===== src/rtl/mte_pkg.sv =====
// Shared constants and types for the MIDI track event encoder.
// Used by the top level, the tempo divider and the port checker.
// No dependencies.
package mte_pkg;

    // Field widths
    localparam int TIME_W  = 28;
    localparam int BYTE_W  = 8;
    localparam int KIND_W  = 3;
    localparam int LEN_W   = 2;
    localparam int IN_TDATA_W = 56;

    // Event kinds
    localparam logic [KIND_W-1:0] KIND_CHAN  = 3'd0;
    localparam logic [KIND_W-1:0] KIND_KEY   = 3'd1;
    localparam logic [KIND_W-1:0] KIND_TSIG  = 3'd2;
    localparam logic [KIND_W-1:0] KIND_TEMPO = 3'd3;
    localparam logic [KIND_W-1:0] KIND_EOT   = 3'd4;

    // Meta event bytes
    localparam logic [BYTE_W-1:0] META_MARK      = 8'hFF;
    localparam logic [BYTE_W-1:0] META_KEY       = 8'h59;
    localparam logic [BYTE_W-1:0] META_TSIG      = 8'h58;
    localparam logic [BYTE_W-1:0] META_SET_TEMPO = 8'h51;
    localparam logic [BYTE_W-1:0] META_EOT       = 8'h2F;
    localparam logic [BYTE_W-1:0] LEN_KEY     = 8'h02;
    localparam logic [BYTE_W-1:0] LEN_TSIG    = 8'h04;
    localparam logic [BYTE_W-1:0] LEN_TEMPO   = 8'h03;
    localparam logic [BYTE_W-1:0] LEN_EOT     = 8'h00;
    localparam logic [BYTE_W-1:0] TSIG_CLOCKS = 8'd18;
    localparam logic [BYTE_W-1:0] TSIG_32NDS  = 8'd8;
    localparam logic [BYTE_W-1:0] LB_CAP      = 8'd5;
    localparam logic [BYTE_W-1:0] VLQ_MORE    = 8'h80;

    // Body lengths in bytes, after the delta
    localparam logic [2:0] BODY_KEY   = 3'd5;
    localparam logic [2:0] BODY_TSIG  = 3'd7;
    localparam logic [2:0] BODY_TEMPO = 3'd6;
    localparam logic [2:0] BODY_EOT   = 3'd3;

    // Tempo divider: microseconds per minute over bpm
    localparam int DIV_W = 26;
    localparam int CNT_W = $clog2(DIV_W);
    localparam logic [DIV_W-1:0] US_PER_MIN = 26'd60000000;
    localparam logic [23:0] TEMPO_ZERO_BPM = 24'hFFFFFF;

    // Divider status towards the sequencer
    typedef struct packed {
        logic                 busy;
        logic [DIV_W-1:0]     quotient;
    } t_div_status;

    // Least n in 0..4 with 2^n >= b, else capped at 5
    function automatic logic [BYTE_W-1:0] beat_log2(input logic [BYTE_W-1:0] b);
        logic [BYTE_W-1:0] lb;
        if (b <= 8'd1)       lb = 8'd0;
        else if (b <= 8'd2)  lb = 8'd1;
        else if (b <= 8'd4)  lb = 8'd2;
        else if (b <= 8'd8)  lb = 8'd3;
        else if (b <= 8'd16) lb = 8'd4;
        else                 lb = LB_CAP;
        return lb;
    endfunction

    // Number of variable-length bytes for a 28-bit delta
    function automatic logic [2:0] vlq_len(input logic [TIME_W-1:0] d);
        logic [2:0] n;
        if (d[27:21] != 7'd0)      n = 3'd4;
        else if (d[20:14] != 7'd0) n = 3'd3;
        else if (d[13:7] != 7'd0)  n = 3'd2;
        else                       n = 3'd1;
        return n;
    endfunction

endpackage


===== src/rtl/mte_div.sv =====
// Restoring divider for the tempo value: a fixed dividend over an 8-bit bpm.
// One quotient bit per cycle through a single 9-bit subtract and compare.
// Depends on mte_pkg.
module mte_div (
    input  logic                      i_clk,
    input  logic                      i_rst_n,
    input  logic                      i_start,
    input  logic [mte_pkg::BYTE_W-1:0] i_divisor,
    output mte_pkg::t_div_status      o_status
);

    logic                        r_busy;
    logic [mte_pkg::CNT_W-1:0]   r_cnt;
    logic [mte_pkg::BYTE_W-1:0]  r_rem;
    logic [mte_pkg::BYTE_W-1:0]  r_dvs;
    logic [mte_pkg::DIV_W-1:0]   r_quo;

    logic [mte_pkg::BYTE_W:0]    w_trial;
    logic [mte_pkg::BYTE_W:0]    w_diff;
    logic                        w_ge;

    // Shared subtract and compare for one step
    always_comb begin
        w_trial = {r_rem, r_quo[mte_pkg::DIV_W-1]};
        w_diff  = w_trial - {1'b0, r_dvs};
        w_ge    = (w_trial >= {1'b0, r_dvs});
    end

    // Control: busy flag and step counter
    always_ff @(posedge i_clk) begin
        if (!i_rst_n) begin
            r_busy <= 1'b0;
            r_cnt  <= '0;
        end else if (i_start) begin
            r_busy <= 1'b1;
            r_cnt  <= mte_pkg::CNT_W'(mte_pkg::DIV_W - 1);
        end else if (r_busy) begin
            if (r_cnt == '0) begin
                r_busy <= 1'b0;
            end else begin
                r_cnt <= r_cnt - 1'b1;
            end
        end
    end

    // Datapath: remainder and quotient shift register
    always_ff @(posedge i_clk) begin
        if (i_start) begin
            r_quo <= mte_pkg::US_PER_MIN;
            r_rem <= '0;
            r_dvs <= i_divisor;
        end else if (r_busy) begin
            r_rem <= w_ge ? w_diff[mte_pkg::BYTE_W-1:0] : w_trial[mte_pkg::BYTE_W-1:0];
            r_quo <= {r_quo[mte_pkg::DIV_W-2:0], w_ge};
        end
    end

    assign o_status.busy     = r_busy;
    assign o_status.quotient = r_quo;

endmodule


===== src/rtl/midi_track_event_encoder.sv =====
// MIDI track event encoder: one timed event in, its track bytes out, one byte per cycle
// unless the output stalls or a tempo byte waits on the divider. The first byte is
// registered once in S_EMIT with the output slot free. Items are taken only in S_IDLE,
// so a new item waits for the current one's last byte. A tempo event with a non-zero bpm
// holds its last three bytes for the 26-step divider; empty items give no output. Reset
// (synchronous, active low) clears the kept time to 0 and empties the output register.
module midi_track_event_encoder (
    input  logic                             i_clk,
    input  logic                             i_rst_n,
    input  logic                             i_s_tvalid,
    output logic                             o_s_tready,
    // [27:0] event_time, [29:28] msg_len, [37:30] data_a, [45:38] data_b,
    // [53:46] data_c, [55:54] zero
    input  logic [mte_pkg::IN_TDATA_W-1:0]   i_s_tdata,
    // [2:0] kind
    input  logic [mte_pkg::KIND_W-1:0]       i_s_tuser,
    output logic                             o_m_tvalid,
    input  logic                             i_m_tready,
    // [7:0] out_byte
    output logic [mte_pkg::BYTE_W-1:0]       o_m_tdata,
    output logic                             o_m_tlast
);

    typedef enum logic {
        S_IDLE,
        S_EMIT
    } t_state;

    t_state                       r_state;
    logic [mte_pkg::TIME_W-1:0]   r_track;
    logic [mte_pkg::TIME_W-1:0]   r_delta;
    logic [mte_pkg::KIND_W-1:0]   r_kind;
    logic [mte_pkg::BYTE_W-1:0]   r_a;
    logic [mte_pkg::BYTE_W-1:0]   r_b;
    logic [mte_pkg::BYTE_W-1:0]   r_c;
    logic [2:0]                   r_nb;
    logic [3:0]                   r_idx;
    logic                         r_o_valid;
    logic [mte_pkg::BYTE_W-1:0]   r_o_byte;
    logic                         r_o_last;

    // Input fields
    logic [mte_pkg::TIME_W-1:0]   w_time;
    logic [mte_pkg::LEN_W-1:0]    w_len;
    logic [mte_pkg::BYTE_W-1:0]   w_a;
    logic [mte_pkg::BYTE_W-1:0]   w_b;
    logic [mte_pkg::BYTE_W-1:0]   w_c;
    logic [mte_pkg::KIND_W-1:0]   w_kind;
    logic                         w_accept;
    logic                         w_has_out;
    logic                         w_timed;
    logic [2:0]                   w_nb;

    // Emission
    logic                         w_slot_free;
    logic [2:0]                   w_nv;
    logic [3:0]                   w_total;
    logic [3:0]                   w_j;
    logic [2:0]                   w_g;
    logic [6:0]                   w_grp;
    logic [23:0]                  w_us;
    logic [mte_pkg::BYTE_W-1:0]   w_byte;
    logic                         w_hold;
    logic                         w_last;

    mte_pkg::t_div_status         w_div;
    logic                         w_div_start;

    assign w_time = i_s_tdata[27:0];
    assign w_len  = i_s_tdata[29:28];
    assign w_a    = i_s_tdata[37:30];
    assign w_b    = i_s_tdata[45:38];
    assign w_c    = i_s_tdata[53:46];
    assign w_kind = i_s_tuser;

    assign o_s_tready = (r_state == S_IDLE);
    assign w_accept   = i_s_tvalid && o_s_tready;

    // Decode the accepted item
    always_comb begin
        w_has_out = 1'b1;
        w_timed   = 1'b1;
        w_nb      = 3'd0;
        case (w_kind)
            mte_pkg::KIND_CHAN: begin
                w_has_out = (w_len != '0);
                w_timed   = (w_len != '0);
                w_nb      = {1'b0, w_len};
            end
            mte_pkg::KIND_KEY:   w_nb = mte_pkg::BODY_KEY;
            mte_pkg::KIND_TSIG:  w_nb = mte_pkg::BODY_TSIG;
            mte_pkg::KIND_TEMPO: w_nb = mte_pkg::BODY_TEMPO;
            mte_pkg::KIND_EOT: begin
                w_timed = 1'b0;
                w_nb    = mte_pkg::BODY_EOT;
            end
            default: begin
                w_has_out = 1'b0;
                w_timed   = 1'b0;
            end
        endcase
    end

    assign w_div_start = w_accept && (w_kind == mte_pkg::KIND_TEMPO) && (w_a != '0);

    mte_div u_div (
        .i_clk     (i_clk),
        .i_rst_n   (i_rst_n),
        .i_start   (w_div_start),
        .i_divisor (w_a),
        .o_status  (w_div)
    );

    // Byte selection for the current index
    always_comb begin
        w_slot_free = !r_o_valid || i_m_tready;
        w_nv        = mte_pkg::vlq_len(r_delta);
        w_total     = {1'b0, w_nv} + {1'b0, r_nb};
        w_j         = r_idx - {1'b0, w_nv};
        w_g         = w_nv - 3'd1 - r_idx[2:0];
        w_us        = (r_a == '0) ? mte_pkg::TEMPO_ZERO_BPM : w_div.quotient[23:0];
        w_last      = (r_idx == (w_total - 4'd1));
        w_hold      = 1'b0;
        case (w_g[1:0])
            2'd0:    w_grp = r_delta[6:0];
            2'd1:    w_grp = r_delta[13:7];
            2'd2:    w_grp = r_delta[20:14];
            default: w_grp = r_delta[27:21];
        endcase
        w_byte = '0;
        if (r_idx < {1'b0, w_nv}) begin
            w_byte = (w_g[1:0] != 2'd0) ? (mte_pkg::VLQ_MORE | {1'b0, w_grp})
                                        : {1'b0, w_grp};
        end else begin
            case (r_kind)
                mte_pkg::KIND_CHAN: begin
                    case (w_j)
                        4'd0:    w_byte = r_a;
                        4'd1:    w_byte = r_b;
                        default: w_byte = r_c;
                    endcase
                end
                mte_pkg::KIND_KEY: begin
                    case (w_j)
                        4'd0:    w_byte = mte_pkg::META_MARK;
                        4'd1:    w_byte = mte_pkg::META_KEY;
                        4'd2:    w_byte = mte_pkg::LEN_KEY;
                        4'd3:    w_byte = r_a;
                        default: w_byte = r_b;
                    endcase
                end
                mte_pkg::KIND_TSIG: begin
                    case (w_j)
                        4'd0:    w_byte = mte_pkg::META_MARK;
                        4'd1:    w_byte = mte_pkg::META_TSIG;
                        4'd2:    w_byte = mte_pkg::LEN_TSIG;
                        4'd3:    w_byte = r_a;
                        4'd4:    w_byte = mte_pkg::beat_log2(r_b);
                        4'd5:    w_byte = mte_pkg::TSIG_CLOCKS;
                        default: w_byte = mte_pkg::TSIG_32NDS;
                    endcase
                end
                mte_pkg::KIND_TEMPO: begin
                    // tempo value bytes wait for the divider
                    w_hold = (w_j >= 4'd3) && w_div.busy;
                    case (w_j)
                        4'd0:    w_byte = mte_pkg::META_MARK;
                        4'd1:    w_byte = mte_pkg::META_SET_TEMPO;
                        4'd2:    w_byte = mte_pkg::LEN_TEMPO;
                        4'd3:    w_byte = w_us[23:16];
                        4'd4:    w_byte = w_us[15:8];
                        default: w_byte = w_us[7:0];
                    endcase
                end
                default: begin
                    case (w_j)
                        4'd0:    w_byte = mte_pkg::META_MARK;
                        4'd1:    w_byte = mte_pkg::META_EOT;
                        default: w_byte = mte_pkg::LEN_EOT;
                    endcase
                end
            endcase
        end
    end

    // Sequencer, kept time and output register
    always_ff @(posedge i_clk) begin
        if (!i_rst_n) begin
            r_state   <= S_IDLE;
            r_track   <= '0;
            r_o_valid <= 1'b0;
            r_idx     <= '0;
        end else begin
            if (r_o_valid && i_m_tready) begin
                r_o_valid <= 1'b0;
            end
            case (r_state)
                S_IDLE: begin
                    if (w_accept && w_has_out) begin
                        r_state <= S_EMIT;
                        r_idx   <= '0;
                        r_kind  <= w_kind;
                        r_nb    <= w_nb;
                        r_a     <= w_a;
                        r_b     <= w_b;
                        r_c     <= w_c;
                        if (w_timed && (w_time > r_track)) begin
                            r_delta <= w_time - r_track;
                        end else begin
                            r_delta <= '0;
                        end
                        if (w_timed) begin
                            r_track <= w_time;
                        end
                    end
                end
                S_EMIT: begin
                    if (w_slot_free && !w_hold) begin
                        r_o_valid <= 1'b1;
                        r_o_byte  <= w_byte;
                        r_o_last  <= w_last;
                        r_idx     <= r_idx + 4'd1;
                        if (w_last) begin
                            r_state <= S_IDLE;
                        end
                    end
                end
                default: r_state <= S_IDLE;
            endcase
        end
    end

    assign o_m_tvalid = r_o_valid;
    assign o_m_tdata  = r_o_byte;
    assign o_m_tlast  = r_o_last;

endmodule


===== config.mk =====
export PLATFORM = sky130hd
export DESIGN_NAME = midi_track_event_encoder
export DESIGN_NICKNAME = d
export VERILOG_FILES = /design/src/rtl/mte_pkg.sv /design/src/rtl/mte_div.sv /design/src/rtl/midi_track_event_encoder.sv
export SDC_FILE = /design/constraint.sdc
export NUM_CORES = 1
export LEC_CHECK = 0
export ABC_CLOCK_PERIOD_IN_PS = 6400
export BUFFER_PORTS_ARGS = -buffer_cell sky130_fd_sc_hd__clkbuf_2
export CAP_MARGIN = 10
export CORE_UTILIZATION = 50
export CTS_CLUSTER_DIAMETER = 100
export DETAILED_ROUTE_END_ITERATION = 10
export PLACE_DENSITY = 0.69
export SETUP_SLACK_MARGIN = 0.2
export SLEW_MARGIN = 40
export SYNTH_ARGS = -nofsm -noshare
export SYNTH_HDL_FRONTEND = slang
export SYNTH_HIERARCHICAL = 1
export SYNTH_SLANG_ARGS = --single-unit

===== constraint.sdc =====
create_clock -name i_clk -period 6.4 [get_ports i_clk]
set_input_delay 1.28 -clock i_clk [delete_from_list [all_inputs] [get_ports i_clk]]
set_output_delay 1.28 -clock i_clk [all_outputs]
set_load 0.05 [all_outputs]

==> metrics.txt <==
Avg Cell Area, Syn=9.29 um^2; Die H=135 um; GR Util met3=4.80%; Adder-Cell Fraction of Synth Area=7.44%; CP Buf/Inv Count=1; WP data arrival=5.14 ns; Starting Density=51.1%; VDD IR-drop max=0.192 mV; Net Count, Synth=1,062; busiest grt layer=met2; number of global-route vias before repair=6,683; worst path cell trace=or4_1, nor4_1, a21boi_0, ha_1, fa_1, clkinv_1, nor2_1, nand2_1, nor3_2, or3_1, o211ai_1, a41oi_1; worst reg-to-reg path cell count=12; first-pass GRT wire length=33,600 um; CP peak stage delay=0.53 ns; Post-CTS Setup Repair Bufs=0; Crit path max-delay family=simple AND/OR/NAND/NOR gates; slowest CP cell=or4_1; vias=7,138; relative max-transition margin=46.9%; CP Launch Type=flip-flop; Crit. End Element=flip-flop; nets=1,122; area growth from synthesis to layout=13.1%; Hold Fails Final Rpt=0; Req. time, crit path=6.62 ns; Post-CTS Resized=0; Die ar.=18,200 um^2; initial antenna violation count=0; compound-cell area share of the yosys netlist=18.7%; CTS Buf Count=17; register bit total from synthesis=149; # DRC=0; synth warn=6; port bufs=71; PnR Total Power=2.79 mW; Post-Synth XOR/XNOR Area=3.18%; WHS Path Cells=2; share of layout cells above drive strength 1=14.2%; Via density=5.72; fin crit share=76.9%; Pwr per Cell Area=280 nW/um^2; Synth cell types=80; CTS Buffer Depth=2; Hold Crit Endpoint=r_track[2]$_SDFFE_PN0P_; ys async rst share=0%; cts hold-fix bufs=0; multiplexer area fraction after synthesis=5.76%; RSZ-0062 raised after global routing=no; kind of critical path=flip-flop to flip-flop; Max Slew Vio Count=0; DRT Pass-1 Iters=5; largest family of logic cells by synthesized area=compound AO/OA/AOI/OAI gates; Simple-Gate Fraction of Synth Area=17.5%; largest net degree at the start of global routing=51; class of the worst hold path=flip-flop to flip-flop; ys flop type=edfxtp_1; commonest non-fill, non-tap cell in the layout=nand2_1; Slew @ Worst Pin=0.790 ns; Clock Pin Slew Worst Setup and Hold Paths=0.06 ns; root buf cell=clkbuf_16; total track usage=23.8%; clk sink count=149; crit path time final=4.92 ns; commonest cells after routing, fill and taps aside=nand2_1, nor2_1, a21oi_1, edfxtp_1, dfxtp_1; worst hold start=r_track[2]$_SDFFE_PN0P_; met1 Use GR=29.7%; htree depth=4; Ports=74; later-pin clock latency in the skew report=0.42 ns; setup slack, reg-to-reg=1.48 ns; CTS tree=yes; Horiz. Die Dim=135 um; row cnt=48; status=finished, final reports clean; maximum net fanout on the critical path=12; drt first-iter violations=529; clk_skew=0.0135 ns; Critical R2R Launch=r_delta[23]$_SDFFCE_PN0P_; core area=17,200 um^2; cells after synthesis=949; Final setup viols=0; DP Wirelength=15,300 um; drt total wl=20,800 um; Overflow after GRT=0; DRT antenna net count=0; average wire per standard cell=16.7 um; Max-cap violations=0; met2 Use GR=40.3%; routability cong.=0.964; register area share after synthesis=42.4%; Max Fclk=203 MHz; Worst R2R End=o_m_tdata[3]$_DFFE_PP_; Leakage=3.81 nW; number of flops mapped to enable cells by yosys=75; Syn Std Cell Area=8810 um^2; Setup TNS Final=0 ns; Ant. Diodes=0
-- sequential cells by signal, indices dropped and copies added (netlist names), 8 cells and up --
register and flops:
o_m_tdata 8, r_a 8, r_b 8, r_c 8, r_delta 28, r_track 28, u_div/r_dvs 8, u_div/r_quo 26
u_div/r_rem 8
-- worst max-delay path by stage --
stage                                          from                endpoint  slack [ns]  depth (start not counted)
after global routing      r_delta[23]$_SDFFCE_PN0P_  o_m_tdata[3]$_DFFE_PP_        1.02                         12
after global placement    r_delta[23]$_SDFFCE_PN0P_  o_m_tdata[3]$_DFFE_PP_        1.53                         12
after detailed placement  r_delta[23]$_SDFFCE_PN0P_  o_m_tdata[3]$_DFFE_PP_        1.54                         12
final                     r_delta[23]$_SDFFCE_PN0P_  o_m_tdata[3]$_DFFE_PP_        1.48                         12
after CTS                 r_delta[23]$_SDFFCE_PN0P_  o_m_tdata[3]$_DFFE_PP_        1.52                         12
after floorplan                        i_s_tuser[2]        r_a[0]$_DFFE_PP_        1.59                          5
-- Yosys cell counts, types with 6 or more instances --
master | n | area share [%]
nor2b_1 | 12 | 0.85
o21a_1 | 12 | 1.0
nand3_1 | 16 | 0.91
o21ai_0 | 46 | 2.6
xnor2_1 | 17 | 1.7
o211ai_1 | 12 | 1.0
edfxtp_1 | 75 | 26
or3_1 | 8 | 0.57
clkbuf_1 | 21 | 0.89
nand2_1 | 110 | 4.7
a21o_1 | 9 | 0.77
nor3_1 | 23 | 1.3
nand4_1 | 6 | 0.43
nor4_1 | 13 | 0.92
buf_2 | 8 | 0.45
ha_1 | 46 | 6.5
mux2i_1 | 35 | 4.0
a211oi_1 | 12 | 1.0
nor2_1 | 82 | 3.5
nor3b_1 | 6 | 0.51
mux4_2 | 7 | 1.8
inv_1 | 68 | 2.9
a31oi_1 | 12 | 0.85
nand2b_1 | 10 | 0.71
a21boi_0 | 6 | 0.51
xor2_1 | 15 | 1.5
dfxtp_1 | 74 | 17
a21oi_1 | 78 | 4.4
-- per-stage QoR --
stage / instances / hold slack, ns / cell area, um^2 / utilization (%) / setup slack, ns
global placement: 1214 / 0.442 / 9330 / 54.1 / 1.53
CTS: 1246 / 0.455 / 9950 / 57.7 / 1.52
global route: 1247 / 0.468 / 9970 / 57.8 / 1.02
detailed placement: 1214 / 0.447 / 9330 / 54.1 / 1.54
floorplan: 949 / 0.436 / 8810 / - / 1.59
finish: 1247 / 0.452 / 9970 / 57.8 / 1.48
-- power breakdown --
| part | switching, mW | leakage (nW) | internal, mW | total [mW] |
|---|---|---|---|---|
| sequential | 0.0730 | 1.30 | 1.10 | 1.17 |
| combinational | 0.318 | 2.21 | 0.241 | 0.559 |
| clock | 0.384 | 0.305 | 0.672 | 1.06 |
-- kinds of logic (layout without fill, tap and decap cells) --
family                     after synthesis  in the layout
buffers and inverters                  106            179
and+or+nand+nor                        321            321
muxes                                   42             42
adders and majority gates               50             50
DFF                                    149            149
xor gates and xnor gates                32             32
AOI/OAI and AO/OA                      249            249
-- tightest hold or removal path, delay by kind of cell (launching register included) --
family           cells  cell delay [ns]
AO/OA/AOI/OAI        1             0.05
flip-flops           1             0.30
AND/OR/NAND/NOR      1             0.05
-- routing by layer --
layer | part of all wire (%) | vias up
met2 | 49 | 160
met5 | 0 | -
li1 | - | 3568
met4 | 2.7 | 0
met3 | 3.8 | 38
met1 | 45 | 3372
-- cell type report --
type	instances	area, um^2
fillers	1519	7270
multi-input cells	694	4660
flip-flops and latches	149	3730
clock buffers	23	468
repair buffers	78	415
well taps	225	282
inverters	69	259
clock inverters	9	150
Note: power is estimated with default switching activity, not from simulation.
